===== config.mk =====
export PLATFORM = sky130hd
export DESIGN_NAME = hsv_to_rgb_pixel
export DESIGN_NICKNAME = d
export VERILOG_FILES = /design/src/rtl/hsvrgb_pkg.sv /design/src/rtl/hsvrgb_hue.sv /design/src/rtl/hsvrgb_chroma.sv /design/src/rtl/hsvrgb_mix.sv /design/src/rtl/hsv_to_rgb_pixel.sv
export VERILOG_INCLUDE_DIRS = /design/src /design/src/rtl
export SDC_FILE = /design/constraint.sdc
export NUM_CORES = 1
export LEC_CHECK = 0
export BUFFER_PORTS_ARGS = -buffer_cell sky130_fd_sc_hd__buf_2
export CAP_MARGIN = 20
export CORE_MARGIN = 4
export CORE_UTILIZATION = 40
export DETAILED_ROUTE_END_ITERATION = 7
export PLACE_DENSITY = 0.68
export SLEW_MARGIN = 5
export SYNTH_ARGS = -nofsm -noshare
export SYNTH_HDL_FRONTEND = slang
export SYNTH_SLANG_ARGS = --single-unit

===== constraint.sdc =====
create_clock -name clk_i -period 5.6 [get_ports clk_i]
set_input_delay 0.28 -clock clk_i [delete_from_list [all_inputs] [get_ports clk_i]]
set_output_delay 0.28 -clock clk_i [all_outputs]
set_load 0.01 [all_outputs]

===== src/rtl/hsv_to_rgb_pixel_defines.svh =====
// assertion macros for the hsv to rgb pixel converter
`ifndef HSV_TO_RGB_PIXEL_DEFINES_SVH
`define HSV_TO_RGB_PIXEL_DEFINES_SVH

`ifndef SYNTH
// check that is switched off while reset is low
`define HSVRGB_ASSERT(name, prop) \
  name: assert property (@(posedge clk_i) disable iff (!rst_ni) prop) \
    else $error("hsv_to_rgb_pixel check failed");
// check that also holds across reset
`define HSVRGB_ASSERT_ALWAYS(name, prop) \
  name: assert property (@(posedge clk_i) prop) \
    else $error("hsv_to_rgb_pixel reset check failed");
`else
`define HSVRGB_ASSERT(name, prop)
`define HSVRGB_ASSERT_ALWAYS(name, prop)
`endif

`endif


===== src/rtl/hsvrgb_pkg.sv =====
// shared constants and types of the hsv to rgb pixel converter
package hsvrgb_pkg;

  localparam int unsigned NumStages   = 5;
  localparam int unsigned HueW        = 16;
  localparam int unsigned ChanW       = 8;
  localparam int unsigned FracW       = 10;
  localparam int unsigned QuotW       = 7;

  // hue / 960 as (hue * HueRecip) >> HueShift, exact over 16-bit hue
  localparam int unsigned HueRecip    = 69906;
  localparam int unsigned HueShift    = 26;
  localparam int unsigned SectorSize  = 960;
  // q / 6 as (q * 43) >> 8, exact for q below 69
  localparam int unsigned Div6Recip   = 43;
  localparam int unsigned SectorCount = 6;
  // round(n / 960) = floor(floor((n + 480) / 64) / 15), /15 as (y * 4370) >> 16
  localparam int unsigned XRound      = 480;
  localparam int unsigned Div15Recip  = 4370;
  localparam int unsigned ChromaRound = 128;

  typedef logic [NumStages-1:0] stage_vec_t;
  typedef logic [ChanW-1:0]     chan_t;
  typedef logic [FracW-1:0]     frac_t;

  typedef enum logic [2:0] {
    SecRedYellow   = 3'd0,
    SecYellowGreen = 3'd1,
    SecGreenCyan   = 3'd2,
    SecCyanBlue    = 3'd3,
    SecBlueMagenta = 3'd4,
    SecMagentaRed  = 3'd5
  } sector_e;

endpackage


===== src/rtl/hsvrgb_hue.sv =====
// hue path: sector index and distance term for the secondary component
module hsvrgb_hue (
  input  logic                       clk_i,
  input  logic [hsvrgb_pkg::HueW-1:0] hue_i,
  input  hsvrgb_pkg::stage_vec_t     en_i,
  output hsvrgb_pkg::sector_e        sector_o,
  output hsvrgb_pkg::frac_t          dist_o
);
  import hsvrgb_pkg::*;

  logic [QuotW-1:0] quot_q, quot_d;
  logic [HueW-1:0]  hue_q;
  logic [32:0]      hue_mul;
  logic [15:0]      quot_off;
  logic [15:0]      frac_full;
  logic [11:0]      quot_div6;
  logic [QuotW-1:0] sec_full;
  frac_t            frac;
  sector_e          sector_d, sector_q;
  frac_t            dist_d, dist_q;

  assign hue_mul = 33'(hue_i) * 33'(HueRecip);
  assign quot_d  = hue_mul[HueShift +: QuotW];

  always_ff @(posedge clk_i) begin
    if (en_i[0]) begin
      quot_q <= quot_d;
      hue_q  <= hue_i;
    end
  end

  always_comb begin
    quot_off  = 16'(quot_q) * 16'(SectorSize);
    frac_full = hue_q - quot_off;
    frac      = frac_full[FracW-1:0];
    quot_div6 = 12'(quot_q) * 12'(Div6Recip);
    sec_full  = quot_q - QuotW'(quot_div6[11:8]) * QuotW'(SectorCount);
    sector_d  = sector_e'(sec_full[2:0]);
    // odd sectors fall toward the next primary
    dist_d    = sec_full[0] ? (FracW'(SectorSize) - frac) : frac;
  end

  always_ff @(posedge clk_i) begin
    if (en_i[1]) begin
      sector_q <= sector_d;
      dist_q   <= dist_d;
    end
  end

  assign sector_o = sector_q;
  assign dist_o   = dist_q;

endmodule


===== src/rtl/hsvrgb_chroma.sv =====
// chroma path: product of value and saturation rounded back to eight bits
module hsvrgb_chroma (
  input  logic                   clk_i,
  input  hsvrgb_pkg::chan_t      saturation_i,
  input  hsvrgb_pkg::chan_t      brightness_i,
  input  hsvrgb_pkg::stage_vec_t en_i,
  output hsvrgb_pkg::chan_t      chroma_o,
  output hsvrgb_pkg::chan_t      bright_o
);
  import hsvrgb_pkg::*;

  logic [15:0] prod_q;
  chan_t       bright1_q, bright2_q;
  chan_t       chroma_q;
  logic [16:0] rnd;
  logic [16:0] rnd_sum;

  always_ff @(posedge clk_i) begin
    if (en_i[0]) begin
      prod_q    <= 16'(saturation_i) * 16'(brightness_i);
      bright1_q <= brightness_i;
    end
  end

  // round(p / 255) as (t + (t >> 8)) >> 8 with t = p + 128
  always_comb begin
    rnd     = 17'(prod_q) + 17'(ChromaRound);
    rnd_sum = rnd + (rnd >> 8);
  end

  always_ff @(posedge clk_i) begin
    if (en_i[1]) begin
      chroma_q  <= rnd_sum[15:8];
      bright2_q <= bright1_q;
    end
  end

  assign chroma_o = chroma_q;
  assign bright_o = bright2_q;

endmodule


===== src/rtl/hsvrgb_mix.sv =====
// secondary component, offset and six-sector channel placement
module hsvrgb_mix (
  input  logic                   clk_i,
  input  hsvrgb_pkg::sector_e    sector_i,
  input  hsvrgb_pkg::frac_t      dist_i,
  input  hsvrgb_pkg::chan_t      chroma_i,
  input  hsvrgb_pkg::chan_t      bright_i,
  input  hsvrgb_pkg::stage_vec_t en_i,
  output hsvrgb_pkg::chan_t      red_o,
  output hsvrgb_pkg::chan_t      green_o,
  output hsvrgb_pkg::chan_t      blue_o
);
  import hsvrgb_pkg::*;

  logic [17:0] xprod_q;
  chan_t       chroma3_q, chroma4_q;
  chan_t       offs3_q, offs4_q;
  sector_e     sector3_q, sector4_q;
  chan_t       xval_q;
  logic [17:0] x_sum;
  logic [24:0] x_mul;
  chan_t       red_d, green_d, blue_d;
  chan_t       red_q, green_q, blue_q;

  always_ff @(posedge clk_i) begin
    if (en_i[2]) begin
      xprod_q   <= 18'(chroma_i) * 18'(dist_i);
      chroma3_q <= chroma_i;
      offs3_q   <= bright_i - chroma_i;
      sector3_q <= sector_i;
    end
  end

  always_comb begin
    x_sum = xprod_q + 18'(XRound);
    x_mul = 25'(x_sum[17:6]) * 25'(Div15Recip);
  end

  always_ff @(posedge clk_i) begin
    if (en_i[3]) begin
      xval_q    <= x_mul[23:16];
      chroma4_q <= chroma3_q;
      offs4_q   <= offs3_q;
      sector4_q <= sector3_q;
    end
  end

  always_comb begin
    red_d   = offs4_q;
    green_d = offs4_q;
    blue_d  = offs4_q;
    unique case (sector4_q)
      SecRedYellow: begin
        red_d   = chroma4_q + offs4_q;
        green_d = xval_q + offs4_q;
      end
      SecYellowGreen: begin
        red_d   = xval_q + offs4_q;
        green_d = chroma4_q + offs4_q;
      end
      SecGreenCyan: begin
        green_d = chroma4_q + offs4_q;
        blue_d  = xval_q + offs4_q;
      end
      SecCyanBlue: begin
        green_d = xval_q + offs4_q;
        blue_d  = chroma4_q + offs4_q;
      end
      SecBlueMagenta: begin
        red_d   = xval_q + offs4_q;
        blue_d  = chroma4_q + offs4_q;
      end
      default: begin
        red_d   = chroma4_q + offs4_q;
        blue_d  = xval_q + offs4_q;
      end
    endcase
  end

  always_ff @(posedge clk_i) begin
    if (en_i[4]) begin
      red_q   <= red_d;
      green_q <= green_d;
      blue_q  <= blue_d;
    end
  end

  assign red_o   = red_q;
  assign green_o = green_q;
  assign blue_o  = blue_q;

endmodule


===== src/rtl/hsv_to_rgb_pixel.sv =====
// top level: hsv to rgb pixel converter, five register stages
// throughput: one item per cycle while the output is not stalled, set by the five-stage pipeline
// each stage loads when it is empty or the stage after it moves on
// reset clears the stage valid bits only; data registers are not reset
`include "hsv_to_rgb_pixel_defines.svh"
module hsv_to_rgb_pixel (
  input  logic        clk_i,
  input  logic        rst_ni,
  input  logic        s_axis_tvalid,
  output logic        s_axis_tready,
  // hue [15:0], saturation [23:16], brightness [31:24]
  input  logic [31:0] s_axis_tdata,
  output logic        m_axis_tvalid,
  input  logic        m_axis_tready,
  // red [7:0], green [15:8], blue [23:16]
  output logic [23:0] m_axis_tdata
);
  import hsvrgb_pkg::*;

  stage_vec_t vld_q, vld_d;
  stage_vec_t stage_en;
  logic       chain_en;
  sector_e    sector;
  frac_t      hue_dist;
  chan_t      chroma, bright;
  chan_t      red, green, blue;

  // a stage may load when it is empty or its content moves on this cycle;
  // walked from the output backward so bubbles get squeezed out
  always_comb begin
    chain_en = m_axis_tready;
    for (int i = NumStages - 1; i >= 0; i--) begin
      stage_en[i] = !vld_q[i] || chain_en;
      chain_en    = stage_en[i];
    end
  end

  always_comb begin
    vld_d = vld_q;
    if (stage_en[0]) begin
      vld_d[0] = s_axis_tvalid;
    end
    for (int i = 1; i < NumStages; i++) begin
      if (stage_en[i]) begin
        vld_d[i] = vld_q[i-1];
      end
    end
  end

  always_ff @(posedge clk_i or negedge rst_ni) begin
    if (!rst_ni) begin
      vld_q <= '0;
    end else begin
      vld_q <= vld_d;
    end
  end

  assign s_axis_tready = stage_en[0];
  assign m_axis_tvalid = vld_q[NumStages-1];
  assign m_axis_tdata  = {blue, green, red};

  // hue split into sector and fraction distance (stages 1, 2)
  hsvrgb_hue u_hue (
    .clk_i    (clk_i),
    .hue_i    (s_axis_tdata[15:0]),
    .en_i     (stage_en),
    .sector_o (sector),
    .dist_o   (hue_dist)
  );

  // chroma from value times saturation (stages 1, 2)
  hsvrgb_chroma u_chroma (
    .clk_i        (clk_i),
    .saturation_i (s_axis_tdata[23:16]),
    .brightness_i (s_axis_tdata[31:24]),
    .en_i         (stage_en),
    .chroma_o     (chroma),
    .bright_o     (bright)
  );

  // secondary component, offset add and channel placement (stages 3 to 5)
  hsvrgb_mix u_mix (
    .clk_i    (clk_i),
    .sector_i (sector),
    .dist_i   (hue_dist),
    .chroma_i (chroma),
    .bright_i (bright),
    .en_i     (stage_en),
    .red_o    (red),
    .green_o  (green),
    .blue_o   (blue)
  );

  // an empty output stage never blocks the input
  `HSVRGB_ASSERT(a_ready_when_out_empty, !m_axis_tvalid |-> s_axis_tready)
  // taking an item into a full pipeline needs the output to drain
  `HSVRGB_ASSERT(a_full_accept_drains, (s_axis_tvalid && s_axis_tready && (&vld_q)) |-> m_axis_tready)
  // output valid only comes from the stage before it
  `HSVRGB_ASSERT(a_out_from_prev_stage, $rose(m_axis_tvalid) |-> $past(vld_q[NumStages-2]))
  // nothing leaves the cycle after reset is held
  `HSVRGB_ASSERT_ALWAYS(a_reset_empties, !rst_ni |=> !m_axis_tvalid)

endmodule

**Word level (Yosys, flattened, before mapping)**

Cells that the tools add are included.
Widths: inputs -> output; s select.

- Bits of input ports: 36
- Word-level logic and storage cells: 65
- Register bits after elaboration: 163
- Output and inout port bits: 26

- $mul: 7
- Reductions and logical operators: 17
- Mux-type cells: 4
- Equality and inequality tests: 4
- $add $sub $neg: 9

Operator list:

| operator | count |
|---|---|
| $pmux 8 s2 | 3 |
| $mul 16x16->32 const B | 1 |
| $mul 12x12->23 const B | 1 |
| $add 18x9->18 const B | 1 |
| $mul 8x10->18 | 1 |
| $add 16x8->17 const B | 1 |
| $add 16x9->16 | 1 |
| $add 8x8->8 | 2 |
| $mul 8x8->16 | 1 |
| $mul 7x6->12 const B | 1 |
| $reduce_or 2->1 | 6 |
| $mux 10 | 1 |
| $sub 10x10->10 | 1 |
| $sub 10x10->10 const A | 1 |
| $sub 8x8->8 | 1 |
| $mul 7x4->4 const B | 1 |
| $eq 3x2->1 const B | 2 |
| $logic_not 1->1 | 5 |
| $logic_or 1x1->1 | 5 |
| $mul 4x2->2 const B | 1 |
| $eq 3x1->1 const B | 1 |
| $eq 3x3->1 const B | 1 |
| $logic_not 3->1 | 1 |
| $sub 3x3->3 | 1 |

**Depth between registers and ports, before layout**

Gate-level depths: netlist of the first run.

- Word-level depth: 6
- Mapped depth: 21
- Gate-level depth less buffers: 21

**Modules after synthesis**

Synthesis of the first run repeated with hierarchy kept, for this count alone.

- Cell total of the unflattened synthesis: 1,557
- Area, all modules: 16,264.3 um^2

Modules (own cells, without submodules):

| module | area each (um^2) | seq. area each (um^2) | cells each | times used |
|---|---|---|---|---|
| hsvrgb_mix | 8,137.8 | 2,492.4 | 803 | 1 |
| hsvrgb_hue | 4,083.9 | 900.9 | 386 | 1 |
| hsvrgb_chroma | 3,834.9 | 1,201.2 | 351 | 1 |
| hsv_to_rgb_pixel | 207.7 | 125.1 | 17 | 1 |

**Worst setup path after synthesis of the first run**

No wires, ideal clock.

- Path type: register to register
- Start point: register u_chroma.chroma_q[7] (netlist: u_chroma.chroma_o[7])
- End point: register u_mix.xprod_q[17], data pin
- Setup slack: 0.762 ns
- Required time: 5.340 ns
- Buffers on the path: 1
- Period minus slack after synthesis: 4.838 ns
- Setup time: 0.260 ns
- Stages on the path, launching flop included: 18
- Arrival: 4.578 ns
- Cell sequence: edfxtp_1 clkbuf_1 nand2_1 fa_1 fa_1 inv_1 fa_1 inv_1 fa_1 inv_1 ha_1 nand3_1 o22ai_1 a311o_1 a221o_1 a211oi_2 o21bai_1 xnor2_1

- Cells in the longest elaborated chain, start to end: 1

Ends and longest elaborated chain:

| what | line | text |
|---|---|---|
| start: declaration | hsvrgb_chroma.sv:14 | `chan_t chroma_q;` |
| start signal: assignment | hsvrgb_chroma.sv:33 | `chroma_q <= rnd_sum[15:8];` |
| $mul 8x10->18 | hsvrgb_mix.sv:27 | `xprod_q <= 18'(chroma_i) * 18'(dist_i);` |
| end signal: assignment | hsvrgb_mix.sv:27 |  |
| end: declaration | hsvrgb_mix.sv:15 | `logic [17:0] xprod_q;` |

Every way passes these cells.
A chain may end at the register's enable or synchronous reset.

**Worst setup path after layout of the first run**

- Start point: register u_mix.xprod_q[5]
- End point: register u_mix.xval_q[7], data pin

- Cells in the longest elaborated chain, start to end: 2

Ends and longest elaborated chain:

| what | line | text |
|---|---|---|
| $add 18x9->18 | hsvrgb_mix.sv:35 | `x_sum = xprod_q + 18'(XRound);` |
| $mul 12x12->23 | hsvrgb_mix.sv:36 | `x_mul = 25'(x_sum[17:6]) * 25'(Div15Recip);` |
| via u_mix.x_mul[23] | hsvrgb_mix.sv:21 | `logic [24:0] x_mul;` |
| end signal: assignment | hsvrgb_mix.sv:41 | `xval_q <= x_mul[23:16];` |
| end: declaration | hsvrgb_mix.sv:19 | `chan_t xval_q;` |

The timed path passes the listed nets, and every way through them passes these cells.

==> summary.txt, run 1 <==
Global route
  • Largest net degree at the start of global routing: 48
  • Vias in the first global route: around 11000
  • Gr ovfl total: 0
  • First-pass GRT wire length: just under 50000 µm
  • Initial antenna violation count: 0
  • GRT Resource Usage Total: 0.135

STA
  • Minimum clock period: between 5 and 6 ns
  • Max-slew violations: 0
  • Fmax: 197 MHz
  • Worst-Margin Slew: 1.18 ns
  • RSZ-0062 raised after global routing: false
  • Fin. Hold Viols: 0
  • Setup Viol. Count Final: 0
  • Relative slew slack: 0.212
  • Setup_tns: 0 ns
  • Tcrit/Tclk final: 0.904
  • Clk_skew: ~0.016 ns

Floorplan
  • I/O pin total: 62
  • Initial core utilization: 0.409
  • Die Ht: between 200 and 250 µm
  • Die footprint: 0.0431 mm²
  • Core footprint: 0.0390 mm²
  • Die width: 208 µm
  • Num rows: 72

Routing
  • Overall routed net length: 28900 µm
  • Vias per cell: roughly 5
  • DRC Markers: 0
  • DRT iter0 DRCs: 393
  • DRT Pass-1 Iters: 5
  • Detailed-route wire length per cell: 13.7 µm
  • Via count: 10500
  • ANT nets after route: 0

Clock network
  • TritonCTS clock tree: done
  • Hold-fix buffers, CTS: 1
  • Clock sink count: about 160
  • CTS Root Cell: clkbuf_16
  • Clock buffer count from CTS: 17
  • Skew-Pair Late Insertion Delay: roughly 0.42 ns
  • H-tree level count: 4
  • Clock slew at reported path FFs: roughly 0.070 ns
  • Post-cts sizing count: 0
  • Post-CTS Setup Repair Bufs: 0
  • Clk buf depth: 2

Placement
  • Final HPWL DP: around 24000 µm
  • Placed Area: around 0.017 mm²
  • Port bufs: between 60 and 70
  • Placer Congestion: approximately 0.88

Finish
  • Area growth from synthesis to layout: 9.55%
  • ANT cells: 0
  • Final Instance Area: around 0.017 mm²
  • Layout Utilization: 0.448
  • Final net count: between 2000 and 2500
  • Fillers: approximately 3600
  • Layout cells sized above 1: 0.0705

Flow run
  • Total of max-cap violations: 0

Setup path
  • Worst setup EP type: register
  • CP dominant cell by count: ha_1
  • Top delay family on crit path: adder cells
  • R2r startpoint: u_mix.xprod_q[5]
  • Critical Path Max Stage Delay: between 0.5 and 0.6 ns
  • Worst path bufs/invs: 4
  • Flop2flop setup slack: around 0.54 ns
  • Reg2Reg Capture Point: u_mix.xval_q[7]
  • Startpoint types: register
  • Data arrival time of the worst path: between 5 and 6 ns
  • WS Path Type: reg -> reg
  • Reg2reg path depth: 21
  • CP max-delay cell: fa_1
  • Crit path max fanout: 3
  • Critical Path RT: 5.77 ns
  • Crit path cell chain: inv_1 -> ha_1 -> nor3b_1 -> nor2_1 -> and2_1 -> nand2_1 -> xnor2_1 -> ha_1 -> inv_1 -> fa_1 -> inv_1 -> ha_1 -> ha_1 -> ha_1 -> a211oi_1 -> inv_1 -> o32ai_2 -> o21ai_1 -> a211o_1 -> a21oi_1 -> xnor2_1
  • Crit. Startpoint: u_mix.xprod_q[5]

Min path
  • Hold Startpoint: s_axis_tvalid
  • Hold Path Depth: 2
  • Hold endpoint: vld_q[0]
  • Hold Path Class: in -> reg

Yosys
  • Synthesized area: between 0.015 and 0.02 mm²
  • Synth Instances: approximately 1500
  • Leading area contributor after synthesis: edfxtp_1
  • Primary FF master, synth: edfxtp_1
  • Mapped Nets: approximately 2000
  • Sequential area share after synthesis: 0.296
  • Post-synth EDFFs: 153
  • #FFs+latches synth: 158
  • Number of synthesis warnings: 0
  • Area fraction of the dominant cell type after synthesis: 0.288
  • Yosys cell types: slightly below 60
  • Share of flip-flops with an asynchronous set or reset: 0.0316
  • Dominant cells by area after synthesis: edfxtp_1 (29%), ha_1 (22%), fa_1 (15%), inv_1 (6.3%), and2_1 (4.4%)
  • Mean Syn Cell Area: about 11 µm²

Outcome
  • Status: finished clean
-- cell usage after synthesis (all sizes together), types with 2 or more instances --
library cell,number
and3,8
o21a,10
or3,2
o31ai,3
a31o,2
a41oi,2
xnor2,77
nor2,55
a211oi,7
nor3,14
a41o,2
o221ai,5
xor2,28
o21bai,3
dfrtp,5
o211ai,5
o41ai,4
nand4,9
a211o,6
o22ai,17
mux2i,14
nand2,84
nand2b,11
fa,119
and2,112
a22oi,3
o21ai,31
a22o,5
o2111ai,3
ha,286
inv,269
a21oi,60
nand3,17
nor2b,15
edfxtp,153
and4,2
clkbuf,18
or2,5
buf,5
a21o,19
a21boi,5
-- worst register-to-register path: cells and delay by family, from the launching register on --
kind / cells / cell delay, ns
simple gates: 4 / 0.69
compound gates: 5 / 1.31
xor+xnor: 2 / 0.20
flops: 1 / 0.41
buf+inv: 4 / 0.27
fa+ha+maj: 6 / 1.96
-- placed cells by master, fill, tap and decap left out, types with 4 or more instances in the layout --
master / instances
a211o_1: 6
a211oi_1: 6
a21boi_0: 4
a21o_1: 19
a21oi_1: 59
a22o_1: 5
and2_1: 112
and3_1: 8
buf_2: 61
buf_4: 4
clkbuf_16: 17
dfrtp_1: 5
edfxtp_1: 153
fa_1: 119
ha_1: 286
inv_1: 269
inv_6: 4
mux2i_1: 14
nand2_1: 83
nand2b_1: 11
nand3_1: 17
nand4_1: 9
nor2_1: 55
nor2b_1: 15
nor3_1: 14
o211ai_1: 5
o21a_1: 10
o21ai_0: 30
o221ai_1: 5
o22ai_1: 17
o41ai_1: 4
or2_2: 5
xnor2_1: 77
xor2_1: 28
-- through the flow --
step                hold slack [ns]  setup slack, ns  cells
finish                       0.0475            0.536   2107
global route                 0.0495            0.152   2107
CTS                          0.0346            0.519   2106
detailed placement            0.104            0.542   2073
global placement             0.0983            0.619   2073
floorplan                   -0.0156            0.762   1513
-- area by class of cell --
type | instances | area, µm² | area share
multi-input cells | 1063 | 10100 | 0.580
well taps | 518 | 648 | 0.0371
repair buffers | 67 | 373 | 0.0214
clock buffers | 18 | 429 | 0.0246
clock inverters | 14 | 158 | 0.00903
flip-flops and latches | 158 | 4720 | 0.270
inverters | 269 | 1010 | 0.0578
-- cell families after synthesis --
family	after synthesis	share of synthesized area
AOI/OAI and AO/OA	200	0.0845
xor gates and xnor gates	105	0.0577
adders and majority gates	405	0.374
buffers and inverters	292	0.0688
DFF	158	0.296
muxes	15	0.00950
and+or+nand+nor	338	0.109
-- routing by layer --
layer | track usage | up-vias | routed length (µm)
met4 | 0.0365 | 0 | 480
met1 | 0.176 | 5109 | 13100
li1 | - | 5228 | -
met5 | 0 | - | 0
met2 | 0.237 | 171 | 14400
met3 | 0.0186 | 35 | 944
-- worst max path at each step --
stage / cells after the start / end / slack [ns]
2_1_floorplan: 17 / u_mix.xprod_q[17] / 0.76
3_3_place_gp: 15 / u_mix.xprod_q[17] / 0.62
3_5_place_dp: 21 / u_mix.xval_q[7] / 0.54
4_1_cts: 21 / u_mix.xval_q[7] / 0.52
5_1_grt: 21 / u_mix.xval_q[7] / 0.15
6_report: 21 / u_mix.xval_q[7] / 0.54
-- flip-flops by register name (all words and copies together), names as in the netlist, 10 cells and up --
name	count
u_mix.xprod_q	13
u_chroma.prod_q	16
u_hue.hue_q	10
u_hue.dist_o	10
Power of run 1 is left out: the tool's default activity adds up to more than one toggle a clock period on the data nets, which glitch-free logic cannot reach.
==> run 2, diff against run 1 <==
- BUFFER_PORTS_ARGS: -buffer_cell sky130_fd_sc_hd__buf_2 -> not set
- DONT_BUFFER_PORTS: not set -> 1
- PLACE_DENSITY: 0.68 -> 0.66
==> run 2 against run 1 <==
Against the previous run: register-to-register slack barely moved; utilization decreased by 0.19 points; global-route usage grew 0.51 points; critical endpoint unchanged; critical path type unchanged; setup slack lost 0.0014 ns; fmax is essentially flat; cell area shrank 0.42%.
==> summary.txt, run 2 (synthesis gave the netlist of run 1 again) <==
STA
  • Fmax: slightly below 200 MHz
  • Relative slew slack: 0.320
  • Worst-Margin Slew: 1.02 ns
  • Tcrit/Tclk final: 0.904
  • Max-slew violations: 0
  • Fin. Hold Viols: 0
  • Setup Viol. Count Final: 0
  • RSZ-0062 raised after global routing: false
  • Minimum clock period: about 5.1 ns
  • Clk_skew: 0.0182 ns
  • Setup_tns: 0 ns

Setup path
  • Critical Path RT: between 5 and 6 ns
  • Reg2reg path depth: 21
  • Worst setup EP type: register
  • Reg2Reg Capture Point: u_mix.xval_q[7]
  • Crit. Startpoint: u_mix.xprod_q[5]
  • CP max-delay cell: fa_1
  • Worst path bufs/invs: 4
  • CP dominant cell by count: ha_1
  • Critical Path Max Stage Delay: around 0.54 ns
  • WS Path Type: reg -> reg
  • Top delay family on crit path: adder cells
  • Critical path depth in cells: 21
  • Flop2flop setup slack: around 0.53 ns
  • Startpoint types: register
  • Data arrival time of the worst path: around 5.2 ns
  • R2r startpoint: u_mix.xprod_q[5]
  • CP Capture Point: u_mix.xval_q[7]
  • Crit path max fanout: 3
  • Crit path cell chain: inv_1 -> ha_1 -> nor3b_1 -> nor2_1 -> and2_1 -> nand2_1 -> xnor2_1 -> ha_1 -> inv_1 -> fa_1 -> inv_1 -> ha_1 -> ha_1 -> ha_1 -> a211oi_1 -> inv_1 -> o32ai_2 -> o21ai_1 -> a211o_1 -> a21oi_1 -> xnor2_1

Finish
  • Area growth from synthesis to layout: 9.10%
  • Biggest register: u_chroma.prod_q
  • Layout cells sized above 1: 0.0323
  • Most frequent cells in the layout: ha_1 (286), inv_1 (269), edfxtp_1 (153), fa_1 (119), and2_1 (112)
  • Top Registers: u_chroma.prod_q x16, u_mix.xprod_q x13
  • Commonest non-fill, non-tap cell in the layout: ha_1
  • Fillers: roughly 3600
  • Final net count: 1975
  • Max reg flops: 16
  • ANT cells: 0
  • Final Instance Area: about 0.017 mm²

Floorplan
  • I/O pin total: 62
  • Die Ht: 208 µm
  • Core footprint: 0.0390 mm²
  • Num rows: 72
  • Die footprint: between 0.04 and 0.05 mm²
  • Die width: between 200 and 250 µm
  • Initial core utilization: 0.409

Min path
  • Hold Path Class: in -> reg

Clock network
  • H-tree level count: 4
  • Skew-Pair Late Insertion Delay: 0.43 ns
  • Post-CTS Setup Repair Bufs: 0
  • Clock buffer count from CTS: 17
  • Clk buf depth: 2
  • Clock slew at reported path FFs: about 0.060 ns
  • CTS Root Cell: clkbuf_16
  • Post-cts sizing count: 0
  • TritonCTS clock tree: done
  • Clock sink count: 158

Global route
  • Largest net degree at the start of global routing: 48
  • GRT Resource Usage Total: 0.140
  • Vias in the first global route: roughly 11000
  • Gr ovfl total: 0
  • First-pass GRT wire length: between 50000 and 60000 µm
  • Initial antenna violation count: 0

Outcome
  • Status: finished clean

Routing
  • Via count: around 10000
  • Vias per cell: 5.04
  • DRT iter0 DRCs: slightly below 500
  • DRT Pass-1 Iters: 4
  • DRC Markers: 0
  • Detailed-route wire length per cell: between 10 and 15 µm
  • ANT nets after route: 0
  • Overall routed net length: ~30000 µm

Placement
  • Placer Congestion: 0.850
  • Port bufs: 0
  • Placed Area: approximately 0.017 mm²
  • Final HPWL DP: about 24000 µm

Flow run
  • Total of max-cap violations: 0
==> run 2: per-stage QoR <==
| stage | utilization | hold WS [ns] | worst slack, ns | std cells |
|---|---|---|---|---|
| floorplan | - | -0.0156 | 0.762 | 1513 |
| global placement | 0.424 | -0.0155 | 0.605 | 2011 |
| detailed placement | 0.424 | -0.0155 | 0.524 | 2011 |
| CTS | 0.445 | 0.0660 | 0.502 | 2063 |
| global route | 0.446 | 0.0794 | 0.178 | 2065 |
| finish | 0.446 | 0.0797 | 0.535 | 2065 |
==> run 2: final cells by class <==
type                            instances  area (µm²)  share of cell area
Clock inverter                         11         179              0.0103
Inverter                              269        1010              0.0581
Sequential cell                       158        4720               0.271
Timing Repair Buffer                   25         258              0.0148
Multi-Input combinational cell       1063       10100               0.582
Clock buffer                           21         450              0.0259
Tap cell                              518         648              0.0373
==> run 2: worst min-delay path by stage <==
stage | from | end | cells after the start
6_report | s_axis_tdata[16] | u_chroma.prod_q[0] | 1
5_1_grt | s_axis_tdata[16] | u_chroma.prod_q[0] | 1
4_1_cts | s_axis_tdata[16] | u_chroma.prod_q[0] | 1
3_5_place_dp | rst_ni | vld_q[4] | 0
3_3_place_gp | rst_ni | vld_q[4] | 0
2_1_floorplan | rst_ni | vld_q[0] | 0
==> run 2: repair_timing <==
action | 4_1_cts | 5_1_grt
hold buffers | 20 | 0
endpoints found under the hold margin | 24 | 0
setup endpoints to repair | 0 | 0
==> run 2: metal layers <==
metal	GRT usage	vias up	routed length (µm)	part of all wire
li1	-	5152	-	-
met1	0.181	5046	13500	0.45
met2	0.248	179	14800	0.50
met3	0.0242	26	1100	0.037
met4	0.0294	0	317	0.011
met5	0	-	0	0
Power of run 2 is left out for the same reason.
